[src/sv/kcr_pkg.sv]
// shared constants, types and helper functions of the kernel recenter block
package kcr_pkg;

  localparam int MAX_SIDE    = 8;
  localparam int WEIGHT_BITS = 16;
  localparam int FB          = 12;
  localparam int DEPTH       = MAX_SIDE * MAX_SIDE;
  localparam int AW          = $clog2(DEPTH);
  localparam int IW          = $clog2(MAX_SIDE);
  localparam int SIDE_W      = 4;
  localparam int SUM_W       = 24;
  localparam int MOM_W       = 27;
  localparam int NUM_W       = MOM_W + FB;
  localparam int Q_W         = NUM_W + 1;
  localparam int SRC_W       = Q_W + 2;
  localparam int FR_W        = FB + 1;
  localparam int CW_W        = FB + 3;
  localparam int COEF_W      = 2 * CW_W;
  localparam int PROD_W      = COEF_W + WEIGHT_BITS;
  localparam int ACC_W       = PROD_W + 2;
  localparam int CFG_IDX_W   = 4;
  localparam int CFG_DAT_W   = 4;

  localparam logic [CFG_IDX_W-1:0] REG_KERNEL_WIDTH  = 4'd0;
  localparam logic [CFG_IDX_W-1:0] REG_KERNEL_HEIGHT = 4'd1;
  localparam logic [SIDE_W-1:0]    SIDE_RESET        = 4'd3;

  typedef struct packed {
    logic                    start;
    logic signed [MOM_W-1:0] num;
    logic signed [SUM_W-1:0] den;
  } kcr_div_req_t;

  typedef struct packed {
    logic                  done;
    logic signed [Q_W-1:0] quo;
  } kcr_div_rsp_t;

  typedef struct packed {
    logic [IW-1:0]          i0;
    logic [IW-1:0]          i1;
    logic signed [FR_W-1:0] f;
  } kcr_split_t;

  // dimension register saturated to 1..MAX_SIDE
  function automatic logic [SIDE_W-1:0] eff_side(input logic [SIDE_W-1:0] v);
    logic [SIDE_W-1:0] r;
    if (v == '0) r = SIDE_W'(1);
    else if (v > SIDE_W'(MAX_SIDE)) r = SIDE_W'(MAX_SIDE);
    else r = v;
    return r;
  endfunction

  // row-major store address
  function automatic logic [AW-1:0] store_addr(input logic [IW-1:0] y, input logic [IW-1:0] x,
                                               input logic [SIDE_W-1:0] w);
    logic [IW+SIDE_W-1:0] p;
    p = (IW+SIDE_W)'(y) * (IW+SIDE_W)'(w) + (IW+SIDE_W)'(x);
    return p[AW-1:0];
  endfunction

  // truncate toward zero, keep signed fraction, clamp indices
  function automatic kcr_split_t split_coord(input logic signed [SRC_W-1:0] s,
                                             input logic [SIDE_W-1:0] side);
    kcr_split_t r;
    logic neg;
    logic [SRC_W-1:0] mag;
    logic [SRC_W-FB-1:0] ipm;
    logic [FB-1:0] fm;
    logic [SIDE_W-1:0] top;
    neg = s[SRC_W-1];
    mag = neg ? (~s + 1'b1) : s;
    ipm = mag[SRC_W-1:FB];
    fm  = mag[FB-1:0];
    top = side - SIDE_W'(1);
    r.f = neg ? -$signed({1'b0, fm}) : $signed({1'b0, fm});
    if (neg) r.i0 = '0;
    else if (ipm > (SRC_W-FB)'(top)) r.i0 = top[IW-1:0];
    else r.i0 = ipm[IW-1:0];
    r.i1 = ({1'b0, r.i0} + SIDE_W'(1) > top) ? top[IW-1:0] : r.i0 + IW'(1);
    return r;
  endfunction

  // round to nearest, ties away from zero, then saturate
  function automatic logic [WEIGHT_BITS-1:0] round_sat(input logic signed [ACC_W-1:0] p);
    logic neg;
    logic [ACC_W-1:0] mag;
    logic [ACC_W-1:0] sum;
    logic [ACC_W-2*FB-1:0] rm;
    logic [WEIGHT_BITS-1:0] r;
    neg = p[ACC_W-1];
    mag = neg ? (~p + 1'b1) : p;
    sum = mag + (ACC_W'(1) << (2*FB-1));
    rm  = sum[ACC_W-1:2*FB];
    if (neg) begin
      if (rm > (ACC_W-2*FB)'(1) << (WEIGHT_BITS-1)) r = {1'b1, {(WEIGHT_BITS-1){1'b0}}};
      else r = ~rm[WEIGHT_BITS-1:0] + 1'b1;
    end else begin
      if (rm > ((ACC_W-2*FB)'(1) << (WEIGHT_BITS-1)) - 1'b1) r = {1'b0, {(WEIGHT_BITS-1){1'b1}}};
      else r = rm[WEIGHT_BITS-1:0];
    end
    return r;
  endfunction

endpackage

[src/sv/kcr_ifs.sv]
// valid/ready channel interfaces of the kernel recenter block
interface kcr_in_if;
  logic                                valid;
  logic                                ready;
  logic signed [kcr_pkg::WEIGHT_BITS-1:0] weight_in;
  modport source (output valid, output weight_in, input ready);
  modport sink   (input valid, input weight_in, output ready);
endinterface

interface kcr_out_if;
  logic                                valid;
  logic                                ready;
  logic signed [kcr_pkg::WEIGHT_BITS-1:0] weight_out;
  logic                                last_out;
  modport source (output valid, output weight_out, output last_out, input ready);
  modport sink   (input valid, input weight_out, input last_out, output ready);
endinterface

interface kcr_cfg_if;
  logic                              valid;
  logic                              ready;
  logic [kcr_pkg::CFG_IDX_W-1:0]     index;
  logic [kcr_pkg::CFG_DAT_W-1:0]     data;
  modport source (output valid, output index, output data, input ready);
  modport sink   (input valid, input index, input data, output ready);
endinterface

[src/sv/kernel_centroid_recenter_unit.sv]
// kernel centroid recenter: load, divide, bilinear resample and emit
//
//  channel  dir  payload                       accepted when
//  in_if    in   weight_in (16 signed)         valid && ready
//  out_if   out  weight_out (16 signed), last  valid && ready
//  cfg_if   in   index (4), data (4)           valid && ready (ready always high)
//
// load takes one weight per cycle; the weight store is one ram with a registered read.
// after the last weight two 39-step divisions run (skipped for a zero weight sum).
// each result then takes 4 taps of read, multiply and accumulate, or a single stored
// weight copy for a zero weight sum, plus any stall of the output register.
// reset is asynchronous active low; the store needs no clearing pass.
// new weights are taken while the last result of a kernel still waits.
module kernel_centroid_recenter_unit (
  input  logic clk_i,
  input  logic rst_ni,
  kcr_in_if.sink    in_if,
  kcr_out_if.source out_if,
  kcr_cfg_if.sink   cfg_if
);
  import kcr_pkg::*;

  localparam logic [3:0] ST_LOAD  = 4'd0;
  localparam logic [3:0] ST_DX0   = 4'd1;
  localparam logic [3:0] ST_DX1   = 4'd2;
  localparam logic [3:0] ST_DY0   = 4'd3;
  localparam logic [3:0] ST_DY1   = 4'd4;
  localparam logic [3:0] ST_COORD = 4'd5;
  localparam logic [3:0] ST_SPLIT = 4'd6;
  localparam logic [3:0] ST_RD    = 4'd7;
  localparam logic [3:0] ST_MUL   = 4'd8;
  localparam logic [3:0] ST_ACC   = 4'd9;
  localparam logic [3:0] ST_RND   = 4'd10;

  localparam logic signed [CW_W-1:0] ONE_W = CW_W'(1) << FB;

  logic [3:0]              state_q, state_d;
  logic [SIDE_W-1:0]       width_q, height_q, ws, hs;
  logic [IW-1:0]           lx_q, ly_q, ox_q, oy_q;
  logic [AW-1:0]           pos_q;
  logic signed [SUM_W-1:0] sum_q;
  logic signed [MOM_W-1:0] cm_q, rm_q;
  logic signed [Q_W-1:0]   cx_q, cy_q;
  logic signed [SRC_W-1:0] sx_q, sy_q;
  kcr_split_t              spx_q, spy_q;
  logic [1:0]              tap_q;
  logic signed [COEF_W-1:0] coef_q;
  logic signed [PROD_W-1:0] prod_q;
  logic signed [ACC_W-1:0]  acc_q;
  logic [WEIGHT_BITS-1:0]   raw_q;
  logic                     zero_q;
  logic                     ov_q, ol_q;
  logic [WEIGHT_BITS-1:0]   ow_q;

  logic in_acc, cfg_wr, last_in, last_out_pos, slot_free;
  logic signed [WEIGHT_BITS-1:0] v;
  logic signed [IW+WEIGHT_BITS:0] cmul, rmul;
  logic [AW-1:0] raddr;
  logic [WEIGHT_BITS-1:0] rdata;
  logic signed [CW_W-1:0] wa, wb;
  kcr_div_req_t div_req;
  kcr_div_rsp_t div_rsp;

  assign ws = eff_side(width_q);
  assign hs = eff_side(height_q);
  assign in_if.ready  = (state_q == ST_LOAD);
  assign cfg_if.ready = 1'b1;
  assign in_acc = in_if.valid && in_if.ready;
  assign cfg_wr = cfg_if.valid && cfg_if.ready;
  assign v = in_if.weight_in;
  assign last_in = ({1'b0, lx_q} == ws - SIDE_W'(1)) && ({1'b0, ly_q} == hs - SIDE_W'(1));
  assign last_out_pos = ({1'b0, ox_q} == ws - SIDE_W'(1)) && ({1'b0, oy_q} == hs - SIDE_W'(1));
  assign slot_free = !ov_q || out_if.ready;
  assign cmul = $signed({1'b0, lx_q}) * v;
  assign rmul = $signed({1'b0, ly_q}) * v;

  // weight store
  kcr_ram #(.WIDTH(WEIGHT_BITS), .DEPTH(DEPTH)) u_store (
    .clk_i   (clk_i),
    .we_i    (in_acc),
    .waddr_i (pos_q),
    .wdata_i (v),
    .raddr_i (raddr),
    .rdata_o (rdata)
  );

  // centroid divider
  always_comb begin
    div_req.start = (state_q == ST_DX0 && sum_q != '0) || (state_q == ST_DY0);
    div_req.num   = (state_q == ST_DY0) ? rm_q : cm_q;
    div_req.den   = sum_q;
  end

  kcr_div u_div (
    .clk_i  (clk_i),
    .rst_ni (rst_ni),
    .req_i  (div_req),
    .rsp_o  (div_rsp)
  );

  // tap address and bilinear weights
  always_comb begin
    if (zero_q) raddr = store_addr(oy_q, ox_q, ws);
    else raddr = store_addr(tap_q[1] ? spy_q.i1 : spy_q.i0,
                            tap_q[0] ? spx_q.i1 : spx_q.i0, ws);
    wa = tap_q[0] ? CW_W'(spx_q.f) : ONE_W - CW_W'(spx_q.f);
    wb = tap_q[1] ? CW_W'(spy_q.f) : ONE_W - CW_W'(spy_q.f);
  end

  // sequencer
  always_comb begin
    state_d = state_q;
    unique case (state_q)
      ST_LOAD:  if (in_acc && last_in) state_d = ST_DX0;
      ST_DX0:   state_d = (sum_q == '0) ? ST_COORD : ST_DX1;
      ST_DX1:   if (div_rsp.done) state_d = ST_DY0;
      ST_DY0:   state_d = ST_DY1;
      ST_DY1:   if (div_rsp.done) state_d = ST_COORD;
      ST_COORD: state_d = zero_q ? ST_RD : ST_SPLIT;
      ST_SPLIT: state_d = ST_RD;
      ST_RD:    state_d = ST_MUL;
      ST_MUL:   state_d = zero_q ? ST_RND : ST_ACC;
      ST_ACC:   state_d = (tap_q == 2'd3) ? ST_RND : ST_RD;
      ST_RND:   if (slot_free) state_d = last_out_pos ? ST_LOAD : ST_COORD;
      default:  state_d = ST_LOAD;
    endcase
  end

  // control registers
  always_ff @(posedge clk_i or negedge rst_ni) begin
    if (!rst_ni) begin
      state_q  <= ST_LOAD;
      width_q  <= SIDE_RESET;
      height_q <= SIDE_RESET;
      lx_q <= '0; ly_q <= '0; pos_q <= '0;
      sum_q <= '0; cm_q <= '0; rm_q <= '0;
      ox_q <= '0; oy_q <= '0; tap_q <= '0;
      zero_q <= 1'b0;
      ov_q <= 1'b0;
    end else begin
      state_q <= state_d;
      if (slot_free) ov_q <= 1'b0;
      if (cfg_wr) begin
        if (cfg_if.index == REG_KERNEL_WIDTH) width_q <= cfg_if.data;
        if (cfg_if.index == REG_KERNEL_HEIGHT) height_q <= cfg_if.data;
        if (cfg_if.index == REG_KERNEL_WIDTH || cfg_if.index == REG_KERNEL_HEIGHT) begin
          lx_q <= '0; ly_q <= '0; pos_q <= '0;
          sum_q <= '0; cm_q <= '0; rm_q <= '0;
        end
      end else if (in_acc) begin
        sum_q <= sum_q + SUM_W'(v);
        cm_q  <= cm_q + MOM_W'(cmul);
        rm_q  <= rm_q + MOM_W'(rmul);
        if (last_in) begin
          lx_q <= '0; ly_q <= '0; pos_q <= '0;
        end else begin
          pos_q <= pos_q + 1'b1;
          if ({1'b0, lx_q} == ws - SIDE_W'(1)) begin
            lx_q <= '0;
            ly_q <= ly_q + 1'b1;
          end else begin
            lx_q <= lx_q + 1'b1;
          end
        end
      end
      if (state_q == ST_DX0) begin
        zero_q <= (sum_q == '0);
        ox_q <= '0;
        oy_q <= '0;
      end
      if (state_q == ST_COORD) tap_q <= '0;
      if (state_q == ST_ACC) tap_q <= tap_q + 1'b1;
      if (state_q == ST_RND && slot_free) begin
        ov_q <= 1'b1;
        if (last_out_pos) begin
          sum_q <= '0; cm_q <= '0; rm_q <= '0;
        end else if ({1'b0, ox_q} == ws - SIDE_W'(1)) begin
          ox_q <= '0;
          oy_q <= oy_q + 1'b1;
        end else begin
          ox_q <= ox_q + 1'b1;
        end
      end
    end
  end

  // datapath registers
  always_ff @(posedge clk_i) begin
    if (state_q == ST_DX1 && div_rsp.done) cx_q <= div_rsp.quo;
    if (state_q == ST_DX0) begin
      cx_q <= '0;
      cy_q <= '0;
    end
    if (state_q == ST_DY1 && div_rsp.done) cy_q <= div_rsp.quo;
    if (state_q == ST_COORD) begin
      sx_q <= $signed({{(SRC_W-IW-FB){1'b0}}, ox_q, {FB{1'b0}}})
            - $signed({{(SRC_W-SIDE_W-FB+1){1'b0}}, ws - SIDE_W'(1), {(FB-1){1'b0}}})
            + SRC_W'(cx_q);
      sy_q <= $signed({{(SRC_W-IW-FB){1'b0}}, oy_q, {FB{1'b0}}})
            - $signed({{(SRC_W-SIDE_W-FB+1){1'b0}}, hs - SIDE_W'(1), {(FB-1){1'b0}}})
            + SRC_W'(cy_q);
    end
    if (state_q == ST_SPLIT) begin
      spx_q <= split_coord(sx_q, ws);
      spy_q <= split_coord(sy_q, hs);
      acc_q <= '0;
    end
    if (state_q == ST_RD) coef_q <= wa * wb;
    if (state_q == ST_MUL) begin
      raw_q  <= rdata;
      prod_q <= coef_q * $signed(rdata);
    end
    if (state_q == ST_ACC) acc_q <= acc_q + ACC_W'(prod_q);
    if (state_q == ST_RND && slot_free) begin
      ow_q <= zero_q ? raw_q : round_sat(acc_q);
      ol_q <= last_out_pos;
    end
  end

  assign out_if.valid      = ov_q;
  assign out_if.weight_out = ow_q;
  assign out_if.last_out   = ol_q;
endmodule

[src/sv/kcr_ram.sv]
// generic single-port-write ram with registered read
module kcr_ram #(
  parameter int WIDTH = 16,
  parameter int DEPTH = 64
) (
  input  logic                     clk_i,
  input  logic                     we_i,
  input  logic [$clog2(DEPTH)-1:0] waddr_i,
  input  logic [WIDTH-1:0]         wdata_i,
  input  logic [$clog2(DEPTH)-1:0] raddr_i,
  output logic [WIDTH-1:0]         rdata_o
);
  logic [WIDTH-1:0] mem [DEPTH];

  // write port and registered read
  always_ff @(posedge clk_i) begin
    if (we_i) mem[waddr_i] <= wdata_i;
    rdata_o <= mem[raddr_i];
  end
endmodule

[src/sv/kcr_div.sv]
// restoring signed divider, one quotient bit per cycle
module kcr_div (
  input  logic                  clk_i,
  input  logic                  rst_ni,
  input  kcr_pkg::kcr_div_req_t req_i,
  output kcr_pkg::kcr_div_rsp_t rsp_o
);
  import kcr_pkg::*;

  localparam int CNT_W = $clog2(NUM_W + 1);

  logic             busy_q, done_q, neg_q;
  logic [CNT_W-1:0] cnt_q;
  logic [NUM_W-1:0] n_q, q_q;
  logic [SUM_W-1:0] r_q, d_q;
  logic [MOM_W-1:0] nmag;
  logic [SUM_W-1:0] dmag;
  logic [SUM_W:0]   rs, rn;
  logic             ge;

  assign nmag = req_i.num[MOM_W-1] ? (~req_i.num + 1'b1) : req_i.num;
  assign dmag = req_i.den[SUM_W-1] ? (~req_i.den + 1'b1) : req_i.den;

  // one trial subtraction
  assign rs = {r_q, n_q[NUM_W-1]};
  assign ge = rs >= {1'b0, d_q};
  assign rn = ge ? rs - {1'b0, d_q} : rs;

  // control
  always_ff @(posedge clk_i or negedge rst_ni) begin
    if (!rst_ni) begin
      busy_q <= 1'b0;
      done_q <= 1'b0;
      cnt_q  <= '0;
    end else begin
      done_q <= 1'b0;
      if (req_i.start) begin
        busy_q <= 1'b1;
        cnt_q  <= CNT_W'(NUM_W);
      end else if (busy_q) begin
        cnt_q <= cnt_q - 1'b1;
        if (cnt_q == CNT_W'(1)) begin
          busy_q <= 1'b0;
          done_q <= 1'b1;
        end
      end
    end
  end

  // datapath
  always_ff @(posedge clk_i) begin
    if (req_i.start) begin
      n_q   <= {nmag, {FB{1'b0}}};
      d_q   <= dmag;
      r_q   <= '0;
      q_q   <= '0;
      neg_q <= req_i.num[MOM_W-1] ^ req_i.den[SUM_W-1];
    end else if (busy_q) begin
      n_q <= {n_q[NUM_W-2:0], 1'b0};
      r_q <= rn[SUM_W-1:0];
      q_q <= {q_q[NUM_W-2:0], ge};
    end
  end

  assign rsp_o.done = done_q;
  assign rsp_o.quo  = neg_q ? -$signed({1'b0, q_q}) : $signed({1'b0, q_q});
endmodule

[src/flat_wrapper.sv]
// flat-port wrapper written by rule: the top's interface ports become plain ports
module kernel_centroid_recenter_unit_flat import kcr_pkg::*;
  (clk_i, rst_ni, in_if_valid, in_if_weight_in, in_if_ready, out_if_valid, out_if_weight_out, out_if_last_out, out_if_ready, cfg_if_valid, cfg_if_index, cfg_if_data, cfg_if_ready);
  kcr_in_if in_if_i ();
  kcr_out_if out_if_i ();
  kcr_cfg_if cfg_if_i ();
  input  logic clk_i;
  input  logic rst_ni;
  input wire logic [$bits(in_if_i.valid)-1:0] in_if_valid;
  input wire logic [$bits(in_if_i.weight_in)-1:0] in_if_weight_in;
  output wire logic [$bits(in_if_i.ready)-1:0] in_if_ready;
  output wire logic [$bits(out_if_i.valid)-1:0] out_if_valid;
  output wire logic [$bits(out_if_i.weight_out)-1:0] out_if_weight_out;
  output wire logic [$bits(out_if_i.last_out)-1:0] out_if_last_out;
  input wire logic [$bits(out_if_i.ready)-1:0] out_if_ready;
  input wire logic [$bits(cfg_if_i.valid)-1:0] cfg_if_valid;
  input wire logic [$bits(cfg_if_i.index)-1:0] cfg_if_index;
  input wire logic [$bits(cfg_if_i.data)-1:0] cfg_if_data;
  output wire logic [$bits(cfg_if_i.ready)-1:0] cfg_if_ready;
  assign in_if_i.valid = in_if_valid;
  assign in_if_i.weight_in = in_if_weight_in;
  assign in_if_ready = in_if_i.ready;
  assign out_if_valid = out_if_i.valid;
  assign out_if_weight_out = out_if_i.weight_out;
  assign out_if_last_out = out_if_i.last_out;
  assign out_if_i.ready = out_if_ready;
  assign cfg_if_i.valid = cfg_if_valid;
  assign cfg_if_i.index = cfg_if_index;
  assign cfg_if_i.data = cfg_if_data;
  assign cfg_if_ready = cfg_if_i.ready;
  kernel_centroid_recenter_unit u_core (.clk_i(clk_i), .rst_ni(rst_ni), .in_if(in_if_i), .out_if(out_if_i), .cfg_if(cfg_if_i));
endmodule
[config.mk]
export PLATFORM = sky130hd
export DESIGN_NAME = kernel_centroid_recenter_unit_flat
export DESIGN_NICKNAME = d
export VERILOG_FILES = /design/src/sv/kcr_pkg.sv /design/src/sv/kcr_ifs.sv /design/src/sv/kernel_centroid_recenter_unit.sv /design/src/sv/kcr_ram.sv /design/src/sv/kcr_div.sv /design/src/flat_wrapper.sv
export SDC_FILE = /design/constraint.sdc
export NUM_CORES = 2
export LEC_CHECK = 0
export ABC_AREA = 1
export BUFFER_PORTS_ARGS = -buffer_cell sky130_fd_sc_hd__buf_4
export CORE_ASPECT_RATIO = 1.25
export CORE_MARGIN = 4
export CORE_UTILIZATION = 30
export DETAILED_ROUTE_END_ITERATION = 12
export GPL_TIMING_DRIVEN = 0
export PLACE_DENSITY = 0.48
export SYNTH_ARGS = -nofsm -noshare
export SYNTH_HDL_FRONTEND = slang
export SYNTH_SLANG_ARGS = --single-unit
export TNS_END_PERCENT = 10
[constraint.sdc]
create_clock -name clk_i -period 12 [get_ports clk_i]
set_clock_uncertainty 0.15 [all_clocks]
set_input_delay 2.4 -clock clk_i [delete_from_list [all_inputs] [get_ports clk_i]]
set_output_delay 2.4 -clock clk_i [all_outputs]
set_load 0.1 [all_outputs]
==> results.txt <==
* Outcome: completed
- Dividing the detail-routed via count by the number of cells gives 4.87.
- Final HPWL DP: around 270000 µm
- Setup repair after global routing left no endpoint under its margin.
* Placeable core area: between 300000 and 400000 µm²
- Arrival time of data at the critical path endpoint: a little under 10 ns
* Combined global-route utilization of all metal layers: 0.188
- CTS built an H-tree with a depth of 4.
- Final RePlAce weighted congestion: between 0.9 and 1
- Grt total ovfl: 0
- After clock tree synthesis, the clock-pin slew on the worst setup and hold paths is ~0.06 ns.
- Most common cell after layout, fill and taps aside: sky130_fd_sc_hd__inv_1
- Yosys mapped the design onto 75 distinct sky130hd cell types.
* Routed WL: 362000 µm
* Total clock buffers created by CTS: between 150 and 200
- STA classifies the critical path endpoint as a register.
- Hold WC Path Type: reg -> reg
- Post-synthesis instance area: between 100000 and 150000 µm²
- After routing the design area is between 100000 and 150000 µm².
- Hold violation total from the final report: 0
- Of the post-synthesis cell area, the dominant cell type holds 0.379.
- Maximum clock rate: about 110 MHz
- In the synthesized netlist the async set-or-reset flop fraction comes to 0.0735.
* Cell chosen for the clock root: sky130_fd_sc_hd__clkbuf_16
* Period minus WS final: 9.43 ns
* Row Count: between 200 and 250
- Yosys printed 0 warnings.
- The max-slew violation count was 0.
- Crit path kind: reg -> reg
- The routed layout has ~83000 vias.
- Among all flip-flop cells after synthesis, the most frequent one is sky130_fd_sc_hd__edfxtp_1.
* Register bit total from synthesis: about 1600
- Worst slew margin: 0.0902
* Vias in the first global route: around 85000
- For the pin with the worst max-slew slack, the measured transition is ~1.4 ns.
- Max-Cap Viols: 0
- In the final routed layout, each cell accounts on average for between 20 and 25 µm.
* Initial drt markers: 6000
- Latest clock arrival within the worst-skew pair: 0.88 ns
- Total negative slack: 0 ns
- Number of buffers inserted by hold repair at cts: 0
* Global-route wire length before repair: 539000 µm
- Final setup violation count: 0
* Number of clock sinks seen by CTS: 1632
* Share of layout cells above drive strength 1: 0.0538
- Relative to the synthesized area, the layout overhead comes to 12.3%.
- Max Root-Sink Buffers: 4
- The number of antenna violations at the first check in global routing came to 8.
* Delay contributed by the slowest stage of the critical path: 0.62 ns
- The floorplan step set the die width to between 500 and 600 µm.
* IO buf count: between 40 and 50
- The share of the Yosys chip area taken by registers is 0.428.
* Data required time of the critical path: ~12 ns
- Post-route DRC violation count: 0
- Final Worst Setup Slack: roughly 2.6 ns
- Cell count after synthesis: approximately 12000
- First-pass DRT Iterations: 7
- Total setup buffers inserted after CTS: 0
* Fraction of the cycle the final worst path needs: 0.786
- In this run the mean area of a mapped cell was about 9.4 µm².
- Minimum setup slack after placement: 2.60 ns
* Worst path slowest cell: sky130_fd_sc_hd__xor2_1
* Total Die Area: ~380000 µm²
* Cell type contributing the most total cell area after synthesis: sky130_fd_sc_hd__edfxtp_1
- Initial Util: 0.302
* Maximum fanout count along the critical path: 10
* Top cell by count, worst path: sky130_fd_sc_hd__nand2_1
- Once detail routing completed, the nets flagged for antenna violations numbered 0.
- Post-synth EDFFs: between 1000 and 1500
- DIE HEIGHT: 686 µm
* Total of cells resized after clock tree synthesis: 0
- TritonCTS built the clock tree.
- Net total in the final layout: about 13000
- Entering global routing, the biggest net connects slightly below 80 pins.
- Top library cells by usage in the layout, fill and taps aside: sky130_fd_sc_hd__inv_1 (1936), sky130_fd_sc_hd__nand2_1 (1853), sky130_fd_sc_hd__edfxtp_1 (1393)
- In this run the count of I/O pins placed on the die edge is 49.
- Startpoint type of the worst setup path: register
- In this run the cell area measured after placement is 118000 µm².
- For this run, the share of the core covered by cells in the final layout is 0.339.
- Main area contributors after synthesis: sky130_fd_sc_hd__edfxtp_1 (38%), sky130_fd_sc_hd__fa_1 (14%), sky130_fd_sc_hd__inv_1 (6.6%)
[critical path, delay by kind of cell, from the launching register on]
| kind | cells | cell delay [ns] |
|---|---|---|
| simple gates | 9 | 0.78 |
| fa+ha+maj | 8 | 3.65 |
| compound gates | 8 | 1.82 |
| xor+xnor | 1 | 0.62 |
| buf+inv | 7 | 1.54 |
| flops | 1 | 0.55 |
[logic make-up after synthesis]
| family | Yosys count | synth area share |
|---|---|---|
| flops | 1632 | 0.428 |
| buf+inv | 2416 | 0.0825 |
| simple gates | 3888 | 0.146 |
| other cells | 1 | 0.0000340 |
| mux | 8 | 0.000782 |
| xor+xnor | 409 | 0.0325 |
| fa+ha+maj | 1278 | 0.197 |
| compound gates | 2156 | 0.113 |
[state kept, by name, summed over array words and instances, names as in the netlist, 6 cells and up]
| name | count |
|---|---|
| u_core.spy_q | 19 |
| u_core.u_div.q_q | 39 |
| u_core.u_div.r_q | 24 |
| u_core.pos_q | 6 |
| u_core.acc_q | 48 |
| u_core.sx_q | 41 |
| u_core.cm_q | 27 |
| u_core.out_if.weight_out | 16 |
| u_core.sum_q | 24 |
| u_core.cy_q | 40 |
| u_core.rm_q | 27 |
| u_core.spx_q | 19 |
| u_core.sy_q | 41 |
| u_core.coef_q | 30 |
| u_core.cx_q | 40 |
| u_core.raw_q | 16 |
| u_core.u_div.d_q | 24 |
| u_core.u_div.cnt_q | 6 |
| u_core.u_store.mem | 1024 |
| u_core.u_store.rdata_o | 16 |
| u_core.prod_q | 46 |
| u_core.u_div.n_q | 27 |
[synthesized netlist by cell type (36+ instances only)]
cell                          n
sky130_fd_sc_hd__o211ai_1   109
sky130_fd_sc_hd__fa_1       773
sky130_fd_sc_hd__o21ai_0    945
sky130_fd_sc_hd__o22ai_1    164
sky130_fd_sc_hd__nand4_1     93
sky130_fd_sc_hd__o21ai_1     36
sky130_fd_sc_hd__nor2_1    1327
sky130_fd_sc_hd__dfxtp_1    119
sky130_fd_sc_hd__xor2_1     295
sky130_fd_sc_hd__o221ai_1   173
sky130_fd_sc_hd__dfrtp_1    116
sky130_fd_sc_hd__xnor2_1    113
sky130_fd_sc_hd__a21oi_1    490
sky130_fd_sc_hd__nor3_1      91
sky130_fd_sc_hd__inv_1     1936
sky130_fd_sc_hd__nand2_1   1854
sky130_fd_sc_hd__nand3_1    309
sky130_fd_sc_hd__a31oi_1     69
sky130_fd_sc_hd__clkbuf_1   417
sky130_fd_sc_hd__or2_2       68
sky130_fd_sc_hd__edfxtp_1  1393
sky130_fd_sc_hd__ha_1       505
[stage by stage]
stage                     hold WS, ns  cells
final                           0.269  17109
after global routing            0.284  17105
after CTS                       0.269  17104
after detailed placement        0.255  16780
after global placement          0.253  16716
after floorplan                 0.250  11794
[final timing paths]
kind,start,to,slack [ns],cells past startpoint
hold / removal,u_core.cy_q[9]$_SDFFCE_PN0P_,u_core.sy_q[9]$_DFFE_PP_,0.27,0
hold reg to reg,u_core.cy_q[9]$_SDFFCE_PN0P_,u_core.sy_q[9]$_DFFE_PP_,0.27,0
max in group asynchronous,rst_ni,u_core.height_q[1]$_DFFE_PN1P_,9.41,2
min in group asynchronous,rst_ni,u_core.rm_q[21]$_DFF_PN0_,1.42,1
setup / recovery,u_core.spx_q[0]$_DFFE_PP_,u_core.coef_q[28]$_DFFE_PP_,2.57,33
setup reg to reg,u_core.spx_q[0]$_DFFE_PP_,u_core.coef_q[28]$_DFFE_PP_,2.57,33
[cell type report]
class	instances	area, µm²
fill	37656	242000
multi-input combinational	7746	54300
sequential	1632	47200
inverter	1961	7360
tap	4875	6100
clock buffer	234	4970
buffer	455	1750
timing repair buffer	111	1370
clock inverter	90	911
antenna	5	12.5
[metal layers]
metal,vias up,global-route usage,share of wire
met4,4,0.0810,0.049
li1,39535,-,-
met1,41100,0.223,0.39
met3,634,0.0184,0.042
met5,-,0,0.000075
met2,2049,0.344,0.52
Power is left out: the tool's default activity adds up to more than one toggle a clock period on the data nets, which glitch-free logic cannot reach.
